--- src/sv/tss_pkg.sv ---
// Shared types, constants and helper functions of the tabu search step unit.
`timescale 1ns / 1ps

package tss_pkg;

    localparam int MAX_CITIES = 64;
    localparam int TABU_DEPTH = 16;
    localparam int DIST_BITS  = 16;
    localparam int CITY_W     = 6;
    localparam int POS_W      = 7;
    localparam int COST_W     = 22;
    localparam int DELTA_W    = 24;
    localparam int ACC_W      = 26;
    localparam int TEN_W      = 5;
    localparam int STALL_W    = 16;
    localparam int SLOT_W     = $clog2(TABU_DEPTH);
    localparam int DADDR_W    = 2 * CITY_W;

    localparam logic [COST_W-1:0] COST_MAX = '1;

    typedef enum logic [2:0] {
        CMD_LOAD_DIST = 3'd0,
        CMD_LOAD_TOUR = 3'd1,
        CMD_BEGIN     = 3'd2,
        CMD_STEP      = 3'd3,
        CMD_READ_CUR  = 3'd4,
        CMD_READ_BEST = 3'd5
    } cmd_t;

    typedef enum logic [1:0] {
        NB_REVERSE = 2'd0,
        NB_SWAP    = 2'd1,
        NB_INSERT  = 2'd2
    } nbhd_t;

    typedef enum logic [1:0] {
        CFG_NEIGHBORHOOD = 2'd0,
        CFG_CITY_COUNT   = 2'd1,
        CFG_TENURE       = 2'd2,
        CFG_DIVISOR      = 2'd3
    } cfg_idx_t;

    typedef enum logic [2:0] {
        PS_IM1,
        PS_I,
        PS_IP1,
        PS_JM1,
        PS_J,
        PS_JP1
    } pos_sel_t;

    typedef enum logic [3:0] {
        ST_IDLE,
        ST_RD_WAIT,
        ST_COPY,
        ST_TERM_P,
        ST_TERM_Q,
        ST_TERM_D,
        ST_TERM_ACC,
        ST_EVAL,
        ST_SW_RX,
        ST_SW_RY,
        ST_SW_WX,
        ST_SW_WY,
        ST_UPDATE,
        ST_DIV,
        ST_DONE
    } state_t;

    // One distance term of a move's cost change: sign * dist(tour[p], tour[q])
    typedef struct packed {
        pos_sel_t p_sel;
        pos_sel_t q_sel;
        logic     neg;
        logic     to_s;
    } term_t;

    typedef struct packed {
        logic              clear;
        logic              record;
        logic [CITY_W-1:0] city_a;
        logic [CITY_W-1:0] city_b;
        logic [TEN_W-1:0]  tenure;
    } tabu_ctl_t;

    function automatic term_t mk(pos_sel_t p, pos_sel_t q, logic neg, logic to_s);
        term_t r;
        r.p_sel = p;
        r.q_sel = q;
        r.neg   = neg;
        r.to_s  = to_s;
        return r;
    endfunction

    // Term lists per move kind. Reversal keeps the running segment sum in
    // a separate accumulator that carries over from one j to the next.
    function automatic term_t term_of(logic [1:0] kind, logic adj, logic [2:0] t);
        term_t r;
        r = mk(PS_I, PS_J, 1'b0, 1'b0);
        if (kind == NB_REVERSE)
        begin
            case (t)
                3'd0:    r = mk(PS_J,   PS_JM1, 1'b0, 1'b1);
                3'd1:    r = mk(PS_JM1, PS_J,   1'b1, 1'b1);
                3'd2:    r = mk(PS_IM1, PS_I,   1'b1, 1'b0);
                3'd3:    r = mk(PS_J,   PS_JP1, 1'b1, 1'b0);
                3'd4:    r = mk(PS_IM1, PS_J,   1'b0, 1'b0);
                default: r = mk(PS_I,   PS_JP1, 1'b0, 1'b0);
            endcase
        end
        else if (kind == NB_SWAP && adj)
        begin
            case (t)
                3'd0:    r = mk(PS_IM1, PS_I,   1'b1, 1'b0);
                3'd1:    r = mk(PS_I,   PS_J,   1'b1, 1'b0);
                3'd2:    r = mk(PS_J,   PS_JP1, 1'b1, 1'b0);
                3'd3:    r = mk(PS_IM1, PS_J,   1'b0, 1'b0);
                3'd4:    r = mk(PS_J,   PS_I,   1'b0, 1'b0);
                default: r = mk(PS_I,   PS_JP1, 1'b0, 1'b0);
            endcase
        end
        else if (kind == NB_SWAP)
        begin
            case (t)
                3'd0:    r = mk(PS_IM1, PS_I,   1'b1, 1'b0);
                3'd1:    r = mk(PS_I,   PS_IP1, 1'b1, 1'b0);
                3'd2:    r = mk(PS_JM1, PS_J,   1'b1, 1'b0);
                3'd3:    r = mk(PS_J,   PS_JP1, 1'b1, 1'b0);
                3'd4:    r = mk(PS_IM1, PS_J,   1'b0, 1'b0);
                3'd5:    r = mk(PS_J,   PS_IP1, 1'b0, 1'b0);
                3'd6:    r = mk(PS_JM1, PS_I,   1'b0, 1'b0);
                default: r = mk(PS_I,   PS_JP1, 1'b0, 1'b0);
            endcase
        end
        else
        begin
            case (t)
                3'd0:    r = mk(PS_I,   PS_IP1, 1'b1, 1'b0);
                3'd1:    r = mk(PS_JM1, PS_J,   1'b1, 1'b0);
                3'd2:    r = mk(PS_IM1, PS_I,   1'b1, 1'b0);
                3'd3:    r = mk(PS_IM1, PS_IP1, 1'b0, 1'b0);
                3'd4:    r = mk(PS_JM1, PS_I,   1'b0, 1'b0);
                default: r = mk(PS_I,   PS_J,   1'b0, 1'b0);
            endcase
        end
        return r;
    endfunction

    function automatic logic [POS_W-1:0] pos_of(pos_sel_t s, logic [POS_W-1:0] i,
                                                 logic [POS_W-1:0] j);
        logic [POS_W-1:0] r;
        unique case (s)
            PS_IM1: r = i - POS_W'(1);
            PS_I:   r = i;
            PS_IP1: r = i + POS_W'(1);
            PS_JM1: r = j - POS_W'(1);
            PS_J:   r = j;
            PS_JP1: r = j + POS_W'(1);
        endcase
        return r;
    endfunction

    function automatic logic [TEN_W-1:0] clamp_tenure(logic [TEN_W-1:0] t);
        logic [TEN_W-1:0] r;
        if (t == '0)
            r = TEN_W'(1);
        else if (t > TEN_W'(TABU_DEPTH))
            r = TEN_W'(TABU_DEPTH);
        else
            r = t;
        return r;
    endfunction

endpackage

--- src/sv/tss_tour_ram.sv ---
// Current and best tour memories, each with one write and one registered read port.
`timescale 1ns / 1ps

module tss_tour_ram (
    input  logic                       clk,
    input  logic                       cur_we,
    input  logic [tss_pkg::POS_W-1:0]  cur_waddr,
    input  logic [tss_pkg::CITY_W-1:0] cur_wdata,
    input  logic [tss_pkg::POS_W-1:0]  cur_raddr,
    output logic [tss_pkg::CITY_W-1:0] cur_rdata,
    input  logic                       best_we,
    input  logic [tss_pkg::POS_W-1:0]  best_waddr,
    input  logic [tss_pkg::CITY_W-1:0] best_wdata,
    input  logic [tss_pkg::POS_W-1:0]  best_raddr,
    output logic [tss_pkg::CITY_W-1:0] best_rdata
);

    logic [tss_pkg::CITY_W-1:0] cur_mem  [tss_pkg::MAX_CITIES+1];
    logic [tss_pkg::CITY_W-1:0] best_mem [tss_pkg::MAX_CITIES+1];

    always_ff @(posedge clk)
    begin
        if (cur_we)
            cur_mem[cur_waddr] <= cur_wdata;
        cur_rdata <= cur_mem[cur_raddr];
    end

    always_ff @(posedge clk)
    begin
        if (best_we)
            best_mem[best_waddr] <= best_wdata;
        best_rdata <= best_mem[best_raddr];
    end

endmodule

--- config.mk ---
export PLATFORM = sky130hd
export DESIGN_NAME = tss_tour_ram
export DESIGN_NICKNAME = d
export VERILOG_FILES = /design/src/sv/tss_pkg.sv /design/src/sv/tss_tour_ram.sv
export SDC_FILE = /design/constraint.sdc
export NUM_CORES = 1
export LEC_CHECK = 0
export BUFFER_PORTS_ARGS = -buffer_cell sky130_fd_sc_hd__buf_2
export CAP_MARGIN = 20
export CORE_ASPECT_RATIO = 0.5
export CORE_MARGIN = 5
export CORE_UTILIZATION = 48
export DETAILED_ROUTE_END_ITERATION = 6
export SETUP_SLACK_MARGIN = 0.05
export SKIP_LAST_GASP = 1
export SLEW_MARGIN = 20
export SYNTH_ARGS = -nofsm -noshare
export SYNTH_HDL_FRONTEND = slang
export SYNTH_SLANG_ARGS = --single-unit
--- constraint.sdc ---
create_clock -name clk -period 5.29 [get_ports clk]
set_input_delay 0.2645 -clock clk [delete_from_list [all_inputs] [get_ports clk]]
set_output_delay 0.2645 -clock clk [all_outputs]
set_load 0.02 [all_outputs]
**After elaboration in Yosys (flattened, before gate mapping)**

Memories as Yosys holds them, arrays and structs flattened. A register that Yosys moved wholly into a read port is not among the register bits.
Cells that the tools add are included.

- Register bits after elaboration: 0
- Input port bits: 43
- RAM bits: 780
- Output and inout bits: 12
- Word-level logic and storage cells: 6
- Memories kept: 2

- Multiplexer cells: 4

Memory list:

| memory | words | width | rd ports | clocked after Yosys merged registers in | wr ports | line | source |
|---|---|---|---|---|---|---|---|
| best_mem | 65 | 6 | 1 | 1 | 1 | tss_tour_ram.sv:19 | `logic [tss_pkg::CITY_W-1:0] best_mem [tss_pkg::MAX_CITIES+1];` |
| cur_mem | 65 | 6 | 1 | 1 | 1 | tss_tour_ram.sv:18 | `logic [tss_pkg::CITY_W-1:0] cur_mem [tss_pkg::MAX_CITIES+1];` |

Operator list:

| cell | number |
|---|---|
| $mux W1 | 4 |

**Logic depth before layout (Yosys ltp)**

- Depth after elaboration: 2
- Gate-level depth with buffers: 8
- Gate-level depth less buffers: 5

**Worst setup path before layout**

Ideal clock, no wire load.

- Path kind: input port to flip-flop
- Start point: input port best_waddr[2] (netlist bit)
- End point: memory best_mem[64][0] (netlist bit) (enable)
- Cell stages on the path: 4
- Required time: 4,904 ps
- Buffers on the path: 1
- Setup slack: 3,414 ps
- Setup time: 386 ps
- Data arrival time: 1,490 ps
- Cells stage by stage: clkbuf_1 nor2_1 nand2_1 nor4bb_1

RTL lines:

| what | line | source |
|---|---|---|
| start: declaration | tss_tour_ram.sv:12 | `input logic [tss_pkg::POS_W-1:0] best_waddr,` |
| end: declaration | tss_tour_ram.sv:19 |  |

Straight into the memory's write port.

==> results.toml <==
[clocking]
cts_setup_buffers = 0
clock_sinks = 792
ctsResizeCount = 0
cts_max_level = 3
cts_tree = "built"
cts-root-buf = "clkbuf_16"
clk_pin_slew_worst_paths_ns = 0.07
ctsLongestPathBuffers = 3
clock_latency_ns = 0.59
cts-buffers-inserted = 70
ctsHoldBuffers = 1

[hold_path]
hold_class = "primary input to register"
hold-path-cell-count = 2
hp-start = "cur_raddr[3]"
hold_end = "cur_rdata[0]"

[global_route]
grt_first_pass_wirelength_mm = 96.9
overflow = 0
grt.total_usage = 0.186
antenna_found_initial = 0
grt_pass1_vias = 15000
grt_max_degree = 66

[route]
drtIter0Drc = 1287
via_per_inst = 5.89
wl_per_cell_um = 26.4
routed_wl_mm = 63.8
remaining_drc_errors = 0
detail_route.first_pass.iterations = 5
drtAntennaViolNets = 0
vias = 14200

[logic_synthesis]
synthCells = 1450
synth-edff-count = 780
syn_nets = 1493
ys_ff_latch = 792
synth.yosys.seq_area_share = 0.766
syn_area_um2 = 30900
async_flop_share = 0
synth_area_leaders = "edfxtp_1 76%, mux4_2 13%, mux2i_1 1.9%"
synth_area_leader_cell = "edfxtp_1"
synth_cell_types = 30
yosys_warnings = 0
synth_top_area_frac = 0.758
ys.flop_type = "edfxtp_1"
avgSynthCellArea_um2 = 21.3

[timing]
tns_ns = 0
relSlewSlack = 0.340
period_needed_ns = 2.42
worst_pin_slew_ns = 0.990
skew_ns = 0.0107
rsz0062_at_grt = "false"
finalWorstSetupSlack_ns = 2.87
post-route-period-util = 0.458
fmax_mhz = 413
setup_viol = 0
slew_viol_final = 0
hold_ws_ns = 0.0523
hold_viol_final = 0

[critical_path]
start_kind = "primary input"
critPathKind = "primary input to register"
ff2ff_setup_slack_ns = 3.16
rr_endpoint = "cur_rdata[2]"
crit_fanout = 53
required_ns = 5.74
r2r-start = "cur_mem[29][2]"
cp-end-kind = "register"
r2r_cells = 5
worstPathArrival_ns = 2.87

[floorplan]
row_count = 65
ios = 55
core_um2 = 63400
die_h_um = 189
dieArea_um2 = 69800
start_util = 0.488
fp.dieW_um = 369

[finish]
antenna_cells = 0
nets = 1572
drive_gt1_frac = 0.252
area_growth_syn_to_layout_pct = 10.8

[place]
post-dp-hpwl_mm = 38.6
pre_cts_ws_ns = 2.24
port_buffers = 54
gp_congestion = 0.795

[status]
status = "finished clean"

[power]
powerDensity_nw_per_um2 = 365
p_leak_nw = 10.6
ir_worst_vdd_uv = 233

[job]
timing.max_cap.violations = 0
## synth_stat cells (2+ instances only)
cell      number
mux2_2        48
nand4_1        3
nor2b_1       18
a221oi_2       6
dfxtp_1       12
edfxtp_1     780
nand2_1       22
mux4_2       180
buf_6          6
a22oi_1       24
a32oi_1       12
nand2b_1       9
nor2_1       145
o22ai_1       12
and2_1         2
o221ai_1      12
buf_1          2
nand3b_1       2
nor3_1         4
buf_2         22
mux2i_1       60
nand3_1       11
buf_4         18
clkbuf_1      18
o31ai_1       12
a221oi_1       6
## cell type report
cell class              instances  area [um^2]
flip-flops and latches        792        23700
fillers                      4762        29100
well taps                     837         1050
inverters                       1         3.75
clock buffers                  91         1900
repair buffers                 73          488
clock inverters                31          267
multi-input cells             591         6840
## through the flow
stage	instances	power, mW	util	cell area, um^2
5_1_grt	2416	12.9	0.540	34200
4_1_cts	2415	12.6	0.540	34200
3_5_place_dp	2292	7.69	0.505	32000
2_1_floorplan	1450	7.43	-	30900
3_3_place_gp	2292	7.68	0.505	32000
6_report	2416	12.5	0.540	34200
## metal layers
metal / GRT usage / up-vias / wire [um]
li1: - / 6212 / -
met1: 0.253 / 7512 / 27000
met2: 0.316 / 394 / 32100
met3: 0.0330 / 114 / 3150
met4: 0.0473 / 0 / 1530
met5: 0 / - / 0
## cells in the final DEF (no fill, tap or decap), types with 2 or more instances in the layout
master	n
a32oi_1	12
buf_4	23
o22ai_1	12
nand3_1	11
mux4_2	180
a22oi_1	24
nand2b_1	9
buf_2	45
nand2_1	22
nor3_1	3
and2_1	2
bufinv_16	5
a221oi_1	6
nand3b_1	2
nor2b_1	18
clkinv_1	16
clkbuf_1	17
clkbuf_16	73
o221ai_1	12
dfxtp_1	12
mux2i_1	60
nand4_1	3
buf_12	4
edfxtp_1	780
clkinv_2	8
mux2_2	48
nor2_1	145
a221oi_2	6
o31ai_1	12
## power breakdown
part,total (mW),internal (mW),switching (mW)
combinational,0.613,0.232,0.381
clock,4.94,2.78,2.16
sequential,6.93,6.92,0.0112
total,12.5,9.93,2.55
## registers in the layout, summed over array words and instances (netlist names)
register and count:
best_mem 390, cur_mem 390, best_rdata 6, cur_rdata 6
## worst max-delay path: stages
cell and delay (ns):
buf_4 0.65, buf_12 0.41, mux4_2 0.55, mux2i_1 0.18, a22oi_1 0.17, a32oi_1 0.45
o31ai_1 0.14
## how the worst max path moves through the flow
stage	from	end	slack [ns]	depth (start not counted)
2_1_floorplan	best_waddr[2]	best_mem[64][0]	3.41	4
3_3_place_gp	cur_raddr[2]	cur_rdata[2]	2.31	7
3_5_place_dp	cur_raddr[2]	cur_rdata[2]	2.24	7
4_1_cts	cur_raddr[2]	cur_rdata[2]	2.86	7
5_1_grt	cur_raddr[2]	cur_rdata[2]	2.74	7
6_report	cur_raddr[2]	cur_rdata[2]	2.87	7
## kinds of logic after synthesis
group                  Yosys count  synth area share
AO/OA/AOI/OAI                   84            0.0226
AND/OR/NAND/NOR                219            0.0304
flip-flops                     792             0.766
multiplexers                   288             0.168
buffers and inverters           67            0.0127
No activity file was read; power rests on OpenSTA's default activity.
