[src/sv/tss_pkg.sv]
// Shared types, constants and helper functions of the tabu search step unit.
`timescale 1ns / 1ps

package tss_pkg;

    localparam int MAX_CITIES = 64;
    localparam int TABU_DEPTH = 16;
    localparam int DIST_BITS  = 16;
    localparam int CITY_W     = 6;
    localparam int POS_W      = 7;
    localparam int COST_W     = 22;
    localparam int DELTA_W    = 24;
    localparam int ACC_W      = 26;
    localparam int TEN_W      = 5;
    localparam int STALL_W    = 16;
    localparam int SLOT_W     = $clog2(TABU_DEPTH);
    localparam int DADDR_W    = 2 * CITY_W;

    localparam logic [COST_W-1:0] COST_MAX = '1;

    typedef enum logic [2:0] {
        CMD_LOAD_DIST = 3'd0,
        CMD_LOAD_TOUR = 3'd1,
        CMD_BEGIN     = 3'd2,
        CMD_STEP      = 3'd3,
        CMD_READ_CUR  = 3'd4,
        CMD_READ_BEST = 3'd5
    } cmd_t;

    typedef enum logic [1:0] {
        NB_REVERSE = 2'd0,
        NB_SWAP    = 2'd1,
        NB_INSERT  = 2'd2
    } nbhd_t;

    typedef enum logic [1:0] {
        CFG_NEIGHBORHOOD = 2'd0,
        CFG_CITY_COUNT   = 2'd1,
        CFG_TENURE       = 2'd2,
        CFG_DIVISOR      = 2'd3
    } cfg_idx_t;

    typedef enum logic [2:0] {
        PS_IM1,
        PS_I,
        PS_IP1,
        PS_JM1,
        PS_J,
        PS_JP1
    } pos_sel_t;

    typedef enum logic [3:0] {
        ST_IDLE,
        ST_RD_WAIT,
        ST_COPY,
        ST_TERM_P,
        ST_TERM_Q,
        ST_TERM_D,
        ST_TERM_ACC,
        ST_EVAL,
        ST_SW_RX,
        ST_SW_RY,
        ST_SW_WX,
        ST_SW_WY,
        ST_UPDATE,
        ST_DIV,
        ST_DONE
    } state_t;

    // One distance term of a move's cost change: sign * dist(tour[p], tour[q])
    typedef struct packed {
        pos_sel_t p_sel;
        pos_sel_t q_sel;
        logic     neg;
        logic     to_s;
    } term_t;

    typedef struct packed {
        logic              clear;
        logic              record;
        logic [CITY_W-1:0] city_a;
        logic [CITY_W-1:0] city_b;
        logic [TEN_W-1:0]  tenure;
    } tabu_ctl_t;

    function automatic term_t mk(pos_sel_t p, pos_sel_t q, logic neg, logic to_s);
        term_t r;
        r.p_sel = p;
        r.q_sel = q;
        r.neg   = neg;
        r.to_s  = to_s;
        return r;
    endfunction

    // Term lists per move kind. Reversal keeps the running segment sum in
    // a separate accumulator that carries over from one j to the next.
    function automatic term_t term_of(logic [1:0] kind, logic adj, logic [2:0] t);
        term_t r;
        r = mk(PS_I, PS_J, 1'b0, 1'b0);
        if (kind == NB_REVERSE)
        begin
            case (t)
                3'd0:    r = mk(PS_J,   PS_JM1, 1'b0, 1'b1);
                3'd1:    r = mk(PS_JM1, PS_J,   1'b1, 1'b1);
                3'd2:    r = mk(PS_IM1, PS_I,   1'b1, 1'b0);
                3'd3:    r = mk(PS_J,   PS_JP1, 1'b1, 1'b0);
                3'd4:    r = mk(PS_IM1, PS_J,   1'b0, 1'b0);
                default: r = mk(PS_I,   PS_JP1, 1'b0, 1'b0);
            endcase
        end
        else if (kind == NB_SWAP && adj)
        begin
            case (t)
                3'd0:    r = mk(PS_IM1, PS_I,   1'b1, 1'b0);
                3'd1:    r = mk(PS_I,   PS_J,   1'b1, 1'b0);
                3'd2:    r = mk(PS_J,   PS_JP1, 1'b1, 1'b0);
                3'd3:    r = mk(PS_IM1, PS_J,   1'b0, 1'b0);
                3'd4:    r = mk(PS_J,   PS_I,   1'b0, 1'b0);
                default: r = mk(PS_I,   PS_JP1, 1'b0, 1'b0);
            endcase
        end
        else if (kind == NB_SWAP)
        begin
            case (t)
                3'd0:    r = mk(PS_IM1, PS_I,   1'b1, 1'b0);
                3'd1:    r = mk(PS_I,   PS_IP1, 1'b1, 1'b0);
                3'd2:    r = mk(PS_JM1, PS_J,   1'b1, 1'b0);
                3'd3:    r = mk(PS_J,   PS_JP1, 1'b1, 1'b0);
                3'd4:    r = mk(PS_IM1, PS_J,   1'b0, 1'b0);
                3'd5:    r = mk(PS_J,   PS_IP1, 1'b0, 1'b0);
                3'd6:    r = mk(PS_JM1, PS_I,   1'b0, 1'b0);
                default: r = mk(PS_I,   PS_JP1, 1'b0, 1'b0);
            endcase
        end
        else
        begin
            case (t)
                3'd0:    r = mk(PS_I,   PS_IP1, 1'b1, 1'b0);
                3'd1:    r = mk(PS_JM1, PS_J,   1'b1, 1'b0);
                3'd2:    r = mk(PS_IM1, PS_I,   1'b1, 1'b0);
                3'd3:    r = mk(PS_IM1, PS_IP1, 1'b0, 1'b0);
                3'd4:    r = mk(PS_JM1, PS_I,   1'b0, 1'b0);
                default: r = mk(PS_I,   PS_J,   1'b0, 1'b0);
            endcase
        end
        return r;
    endfunction

    function automatic logic [POS_W-1:0] pos_of(pos_sel_t s, logic [POS_W-1:0] i,
                                                 logic [POS_W-1:0] j);
        logic [POS_W-1:0] r;
        unique case (s)
            PS_IM1: r = i - POS_W'(1);
            PS_I:   r = i;
            PS_IP1: r = i + POS_W'(1);
            PS_JM1: r = j - POS_W'(1);
            PS_J:   r = j;
            PS_JP1: r = j + POS_W'(1);
        endcase
        return r;
    endfunction

    function automatic logic [TEN_W-1:0] clamp_tenure(logic [TEN_W-1:0] t);
        logic [TEN_W-1:0] r;
        if (t == '0)
            r = TEN_W'(1);
        else if (t > TEN_W'(TABU_DEPTH))
            r = TEN_W'(TABU_DEPTH);
        else
            r = t;
        return r;
    endfunction

endpackage

[src/sv/tss_tabu.sv]
// Tabu list: pair lookup, aging and insertion into the first free slot.
`timescale 1ns / 1ps

module tss_tabu (
    input  logic                       clk,
    input  logic                       rst_n,
    input  tss_pkg::tabu_ctl_t         ctl,
    input  logic [tss_pkg::CITY_W-1:0] query_a,
    input  logic [tss_pkg::CITY_W-1:0] query_b,
    output logic                       hit_ab,
    output logic                       hit_ba
);

    logic [tss_pkg::CITY_W-1:0] city_a_reg [tss_pkg::TABU_DEPTH];
    logic [tss_pkg::CITY_W-1:0] city_b_reg [tss_pkg::TABU_DEPTH];
    logic [tss_pkg::TEN_W-1:0]  remain_reg [tss_pkg::TABU_DEPTH];
    logic [tss_pkg::TEN_W-1:0]  aged       [tss_pkg::TABU_DEPTH];
    logic [tss_pkg::SLOT_W-1:0] slot;
    logic                       slot_found;

    always_comb
    begin
        hit_ab = 1'b0;
        hit_ba = 1'b0;
        for (int k = 0; k < tss_pkg::TABU_DEPTH; k++)
        begin
            if (remain_reg[k] != '0 && city_a_reg[k] == query_a && city_b_reg[k] == query_b)
                hit_ab = 1'b1;
            if (remain_reg[k] != '0 && city_a_reg[k] == query_b && city_b_reg[k] == query_a)
                hit_ba = 1'b1;
        end
    end

    // age first, then pick the lowest free slot (slot 0 if none is free)
    always_comb
    begin
        slot       = '0;
        slot_found = 1'b0;
        for (int k = 0; k < tss_pkg::TABU_DEPTH; k++)
        begin
            aged[k] = (remain_reg[k] != '0) ? remain_reg[k] - tss_pkg::TEN_W'(1) : '0;
            if (!slot_found && aged[k] == '0)
            begin
                slot       = tss_pkg::SLOT_W'(k);
                slot_found = 1'b1;
            end
        end
    end

    always_ff @(posedge clk or negedge rst_n)
    begin
        if (!rst_n)
        begin
            for (int k = 0; k < tss_pkg::TABU_DEPTH; k++)
                remain_reg[k] <= '0;
        end
        else if (ctl.clear)
        begin
            for (int k = 0; k < tss_pkg::TABU_DEPTH; k++)
                remain_reg[k] <= '0;
        end
        else if (ctl.record)
        begin
            for (int k = 0; k < tss_pkg::TABU_DEPTH; k++)
                remain_reg[k] <= (tss_pkg::SLOT_W'(k) == slot) ? ctl.tenure : aged[k];
        end
    end

    always_ff @(posedge clk)
    begin
        if (ctl.record && !ctl.clear)
        begin
            city_a_reg[slot] <= ctl.city_a;
            city_b_reg[slot] <= ctl.city_b;
        end
    end

endmodule

[config.mk]
export PLATFORM = sky130hd
export DESIGN_NAME = tss_tabu
export DESIGN_NICKNAME = d
export VERILOG_FILES = /design/src/sv/tss_pkg.sv /design/src/sv/tss_tabu.sv
export SDC_FILE = /design/constraint.sdc
export NUM_CORES = 1
export LEC_CHECK = 0
export ABC_AREA = 1
export ABC_CLOCK_PERIOD_IN_PS = 7120
export BUFFER_PORTS_ARGS = -buffer_cell sky130_fd_sc_hd__buf_2
export CORE_ASPECT_RATIO = 2
export CORE_MARGIN = 2
export CORE_UTILIZATION = 50
export DETAILED_ROUTE_END_ITERATION = 10
export PLACE_DENSITY = 0.78
export SLEW_MARGIN = 5
export SYNTH_ARGS = -nofsm -noshare
export SYNTH_HDL_FRONTEND = slang
export SYNTH_SLANG_ARGS = --single-unit
[constraint.sdc]
create_clock -name clk -period 7.12 [get_ports clk]
set_input_delay 1.78 -clock clk [delete_from_list [all_inputs] [get_ports clk]]
set_output_delay 1.78 -clock clk [all_outputs]
set_load 0.005 [all_outputs]
== After elaboration in Yosys (flattened, before gate mapping) ==
Memory sizes are Yosys's and may differ from the RTL's.
Cells that the tools add are included.

* Register bits: 80
* Output and inout port bits: 2
* Input bits: 33
* Bits in writable memories: 192
* Memories kept: 2

* Mux-type cells: 98
* Add/subtract/negate cells: 16
* Reduce and logical (&&, ||, !) cells: 130
* Equality and inequality tests: 79

{| class="wikitable"
|+ Memories
! name !! depth !! bits a word !! read ports !! clocked after memory_dff !! wr ports !! RTL line !! RTL
|-
| city_a_reg || 16 || 6 || 16 || 0 || 1 || tss_tabu.sv:14 || <nowiki>logic [tss_pkg::CITY_W-1:0] city_a_reg [tss_pkg::TABU_DEPTH];</nowiki>
|-
| city_b_reg || 16 || 6 || 16 || 0 || 1 || tss_tabu.sv:15 || <nowiki>logic [tss_pkg::CITY_W-1:0] city_b_reg [tss_pkg::TABU_DEPTH];</nowiki>
|}

{| class="wikitable"
|+ Operators with widths
! operator !! count
|-
| $eq A6 B6 Y1 || 64
|-
| $mux W5 || 32
|-
| $mux W80 || 2
|-
| $logic_and A1 B1 Y1 || 80
|-
| $logic_not A5 Y1 || 16
|-
| $reduce_bool A5 Y1 || 16
|-
| $sub A5 B1 Y5 const B || 16
|-
| $mux W4 || 14
|-
| $mux W1 || 50
|-
| $eq A4 B4 Y1 const A || 8
|-
| $eq A3 B4 Y1 const A || 4
|-
| $logic_not A1 Y1 || 16
|-
| $eq A2 B4 Y1 const A || 2
|-
| $eq A1 B4 Y1 const A || 1
|-
| $logic_not A4 Y1 || 1
|-
| $reduce_bool A2 Y1 || 1
|}

== Depth between registers and ports, before layout ==
* Word-level depth: 53
* Mapped depth: 24
* Gate-level depth less buffers: 24

== Worst setup path before layout ==
No wires, ideal clock.

* Kind: input port to output port
* Start: input query_b[2] (netlist bit)
* End: output hit_ab
* Stages: 7
* Data arrival time: 3.283 ns
* Setup slack: 2.057 ns
* Data required time: 5.340 ns
* Path through: clkbuf_1 -> buf_1 -> xor2_1 -> nor2_1 -> nand4_1 -> o2111ai_1 -> or4_1

* Longest elaborated chain between the ends: 18

{| class="wikitable"
|+ RTL lines
! element !! RTL line !! RTL
|-
| from (decl) || tss_tabu.sv:9 || <nowiki>input logic [tss_pkg::CITY_W-1:0] query_b,</nowiki>
|-
| $eq A6 B6 Y1 || tss_tabu.sv:27 || <nowiki>if (remain_reg[k] != '0 && city_a_reg[k] == query_a && city_b_reg[k] == query_b)</nowiki>
|-
| $logic_and A1 B1 Y1 || tss_tabu.sv:27 ||
|-
| $mux W1 (15 in a row) || tss_tabu.sv:27 ||
|-
| $mux W1 * || tss_tabu.sv:27 ||
|-
| to (decl) || tss_tabu.sv:10 || <nowiki>output logic hit_ab,</nowiki>
|}

Every way passes the cells marked *; elsewhere a longest branch is shown, timed or not.

== Worst setup path in the final report ==
* Start: input query_b[3] (netlist bit)
* End: output hit_ab

Same word-level chain as after synthesis.

==> flow_metrics.tcl <==
set metrics [dict create \
    chipHeight_um 257 \
    crit_path_frequent_cell "buf_2" \
    firstDrtPassIters 8 \
    cp-endpoint "hit_ab" \
    syn_avg_cell_area_um2 9.52 \
    worst_slack_ns 1.20 \
    reg2reg_from "remain_reg[60]" \
    die_area_mm2 0.0335 \
    cts.sinks 272 \
    critPathLaunchType "primary input" \
    ys_seq_elements 272 \
    endpoint_kind "primary output" \
    grt_pass1_vias 13200 \
    ant_nets 0 \
    p_leak_nw 6.94 \
    tritoncts "built" \
    synth_cells 1678 \
    critPathMaxStageDelay_ns 0.61 \
    portBuffers 34 \
    yosys_warnings 0 \
    reg2reg_depth 15 \
    crit_fanout 24 \
    num_io_pins 35 \
    max_freq_ghz 0.169 \
    stdcell_area_mm2 0.0174 \
    cp.required_ns 5.34 \
    hpwl_mm 32.2 \
    postCtsSetupRepairBufs 0 \
    cts_max_level 1 \
    die_w_um 130 \
    synth_edf_count 192 \
    drv_cap 0 \
    routed_wl_mm 47.1 \
    fillers 2747 \
    cts_hold_buf 0 \
    finalSetupViolCount 0 \
    grt_max_degree 73 \
    power_density_mw_per_mm2 418 \
    slew_headroom_pct 21.7 \
    cts_root_buf "clkbuf_16" \
    globalRouteOverflowTotal 0 \
    critical-path-top-delay-family "buffers and inverters" \
    synth_fp_nets 1728 \
    cts_buffers 24 \
    startpoint "query_b[3]" \
    layout_commonest_cell "xor2_1" \
    power_mw 7.28 \
    antenna_found_initial 0 \
    globalplace.congestion 0.951 \
    syn2layout_area_growth_pct 8.98 \
    synth.cell_area_mm2 0.0160 \
    fin_crit_sh_pct 83.1 \
    grt_usage_pct 28.5 \
    ys_types 55 \
    drc 0 \
    dp_cells 2086 \
    finalCriticalPeriod_ns 5.92 \
    num_antenna_cells 0 \
    viasPerCell 5.99 \
    cts_buffer_depth 3 \
    rows 92 \
    rrSetupSlack_ns 3.22 \
    final_cells 2130 \
    cp_slowest_cell "buf_2" \
    dp_slack_ns 1.29 \
    final_max_slew_viol_count 0 \
    wl_per_cell_um 22.1 \
    hold_path.class "register to register" \
    synthArstFlopShare_pct 29.4 \
    critical_path_depth 8 \
    drive_gt1_share_pct 9.67 \
    fin_skew_ns 0.0166 \
    critPathBufInv 3 \
    r2r-end "city_a_reg[15][4]" \
    worst_pin_slew_ns 1.17 \
    status "complete, no violations" \
    vias 12800 \
    start_util_pct 50.6 \
    layout_common_cells "xor2_1, nand2_1, edfxtp_1, inv_1, nor2_1" \
    rsz0062_at_grt "false" \
    path_clk_slew_ns 0.07 \
    tns_ns 0 \
    vdd_drop_max_mv 0.249 \
    core_mm2 0.0315 \
    grt_pass1_wl_mm 72.0 \
    synth_seq_area_share_pct 48.6 \
    placed_area_mm2 0.0166 \
    clk_latency_ns 0.55 \
    final_nets 1739 \
    drt_iter0_drc 1252 \
    arrival_ns 4.14 \
    cts_resized 0 \
    critical_path_class "primary input to primary output" \
    crit_path_cell_trace "buf_2 > buf_4 > xor2_1 > nor4_1 > nand4_1 > o2111ai_1 > or4_1 > buf_2" \
    finalHoldViolCount 0 \
    synthFlopType "edfxtp_1" \
]
## how the worst min path moves through the flow
stage	startpoint	slack [ns]	end	depth (start not counted)
floorplan	remain_reg[75]	0.45	remain_reg[75]	2
global placement	remain_reg[75]	0.47	remain_reg[75]	2
detailed placement	remain_reg[75]	0.47	remain_reg[75]	2
CTS	remain_reg[75]	0.49	remain_reg[75]	2
global route	remain_reg[75]	0.52	remain_reg[75]	2
finish	remain_reg[75]	0.48	remain_reg[75]	2
## routing by layer
metal,part of all wire (%),track usage [%]
met3,6.8,3.15
met4,8.8,21.0
met1,33,29.8
met2,52,51.1
met5,0,0
## worst reg2reg max path, cell delays in order, from the launching register on
cell,delay (ns)
dfrtp_1,0.36
inv_1,0.15
ha_1,0.26
xor2_1,0.17
nand2_1,0.08
nand4_1,0.23
nand2_2,0.14
nor2_8,0.13
nand4_4,0.13
nor2_4,0.17
nand4_2,0.12
nor2_4,0.26
nand3_2,0.13
nor2_4,0.19
inv_2,0.09
nor2_1,0.88
## cells in the mapped netlist (3+ instances only)
cell type	n	area share [%]
buf_2	27	0.85
nand3_2	10	0.63
nor4_1	53	2.1
buf_1	6	0.14
or2_2	21	0.82
o211ai_1	4	0.19
nand2_1	219	5.1
dfrtp_1	80	13
inv_2	10	0.24
o22ai_1	46	1.8
o21ai_1	8	0.25
xor2_1	234	13
nor2_2	5	0.20
a21oi_1	17	0.53
a22o_1	7	0.38
a2111oi_0	4	0.22
nor3_1	15	0.47
a221oi_1	4	0.22
nand4_1	52	2.0
nor2_4	4	0.28
nand2_2	3	0.12
inv_1	167	3.9
nor4b_1	6	0.33
nor3_2	4	0.25
o21ai_0	126	3.9
nand3b_1	5	0.24
a31oi_1	4	0.16
clkbuf_1	39	0.92
nand3_1	46	1.4
ha_1	17	1.3
o2111ai_1	7	0.38
nor2_1	131	3.1
a21boi_0	3	0.14
a22oi_1	9	0.42
a211oi_1	4	0.19
xnor2_1	66	3.6
edfxtp_1	192	36
## per-stage QoR
stage          hold slack, ns  util (%)
2_1_floorplan           0.449         -
3_3_place_gp            0.472      52.5
3_5_place_dp            0.466      52.5
4_1_cts                 0.485      55.2
5_1_grt                 0.524      55.2
6_report                0.482      55.2
## report_power, final
group          switching (mW)  internal, mW  total [mW]
sequential              0.186          2.03        2.22
clock                   0.638         0.792        1.43
combinational            2.52          1.12        3.64
total                    3.34          3.94        7.28
## cell type report
class / count / area (um2) / share of cell area, %
clock inverters: 17 / 204 / 1.17
multi-input cells: 1156 / 7240 / 41.6
inverters: 178 / 668 / 3.84
flip-flops and latches: 272 / 7770 / 44.6
repair buffers: 57 / 358 / 2.06
well taps: 423 / 529 / 3.04
clock buffers: 27 / 633 / 3.64
## logic make-up (layout without fill, tap and decap cells)
| group | after synthesis | count (layout) | synth area share (%) |
|---|---|---|---|
| buf+inv | 250 | 279 | 6.09 |
| fa+ha+maj | 17 | 17 | 1.33 |
| compound gates | 251 | 251 | 9.27 |
| xor+xnor | 300 | 300 | 16.5 |
| mux | 1 | 1 | 0.0627 |
| flops | 272 | 272 | 48.6 |
| simple gates | 587 | 587 | 18.2 |
No activity file was read; power rests on OpenSTA's default activity.
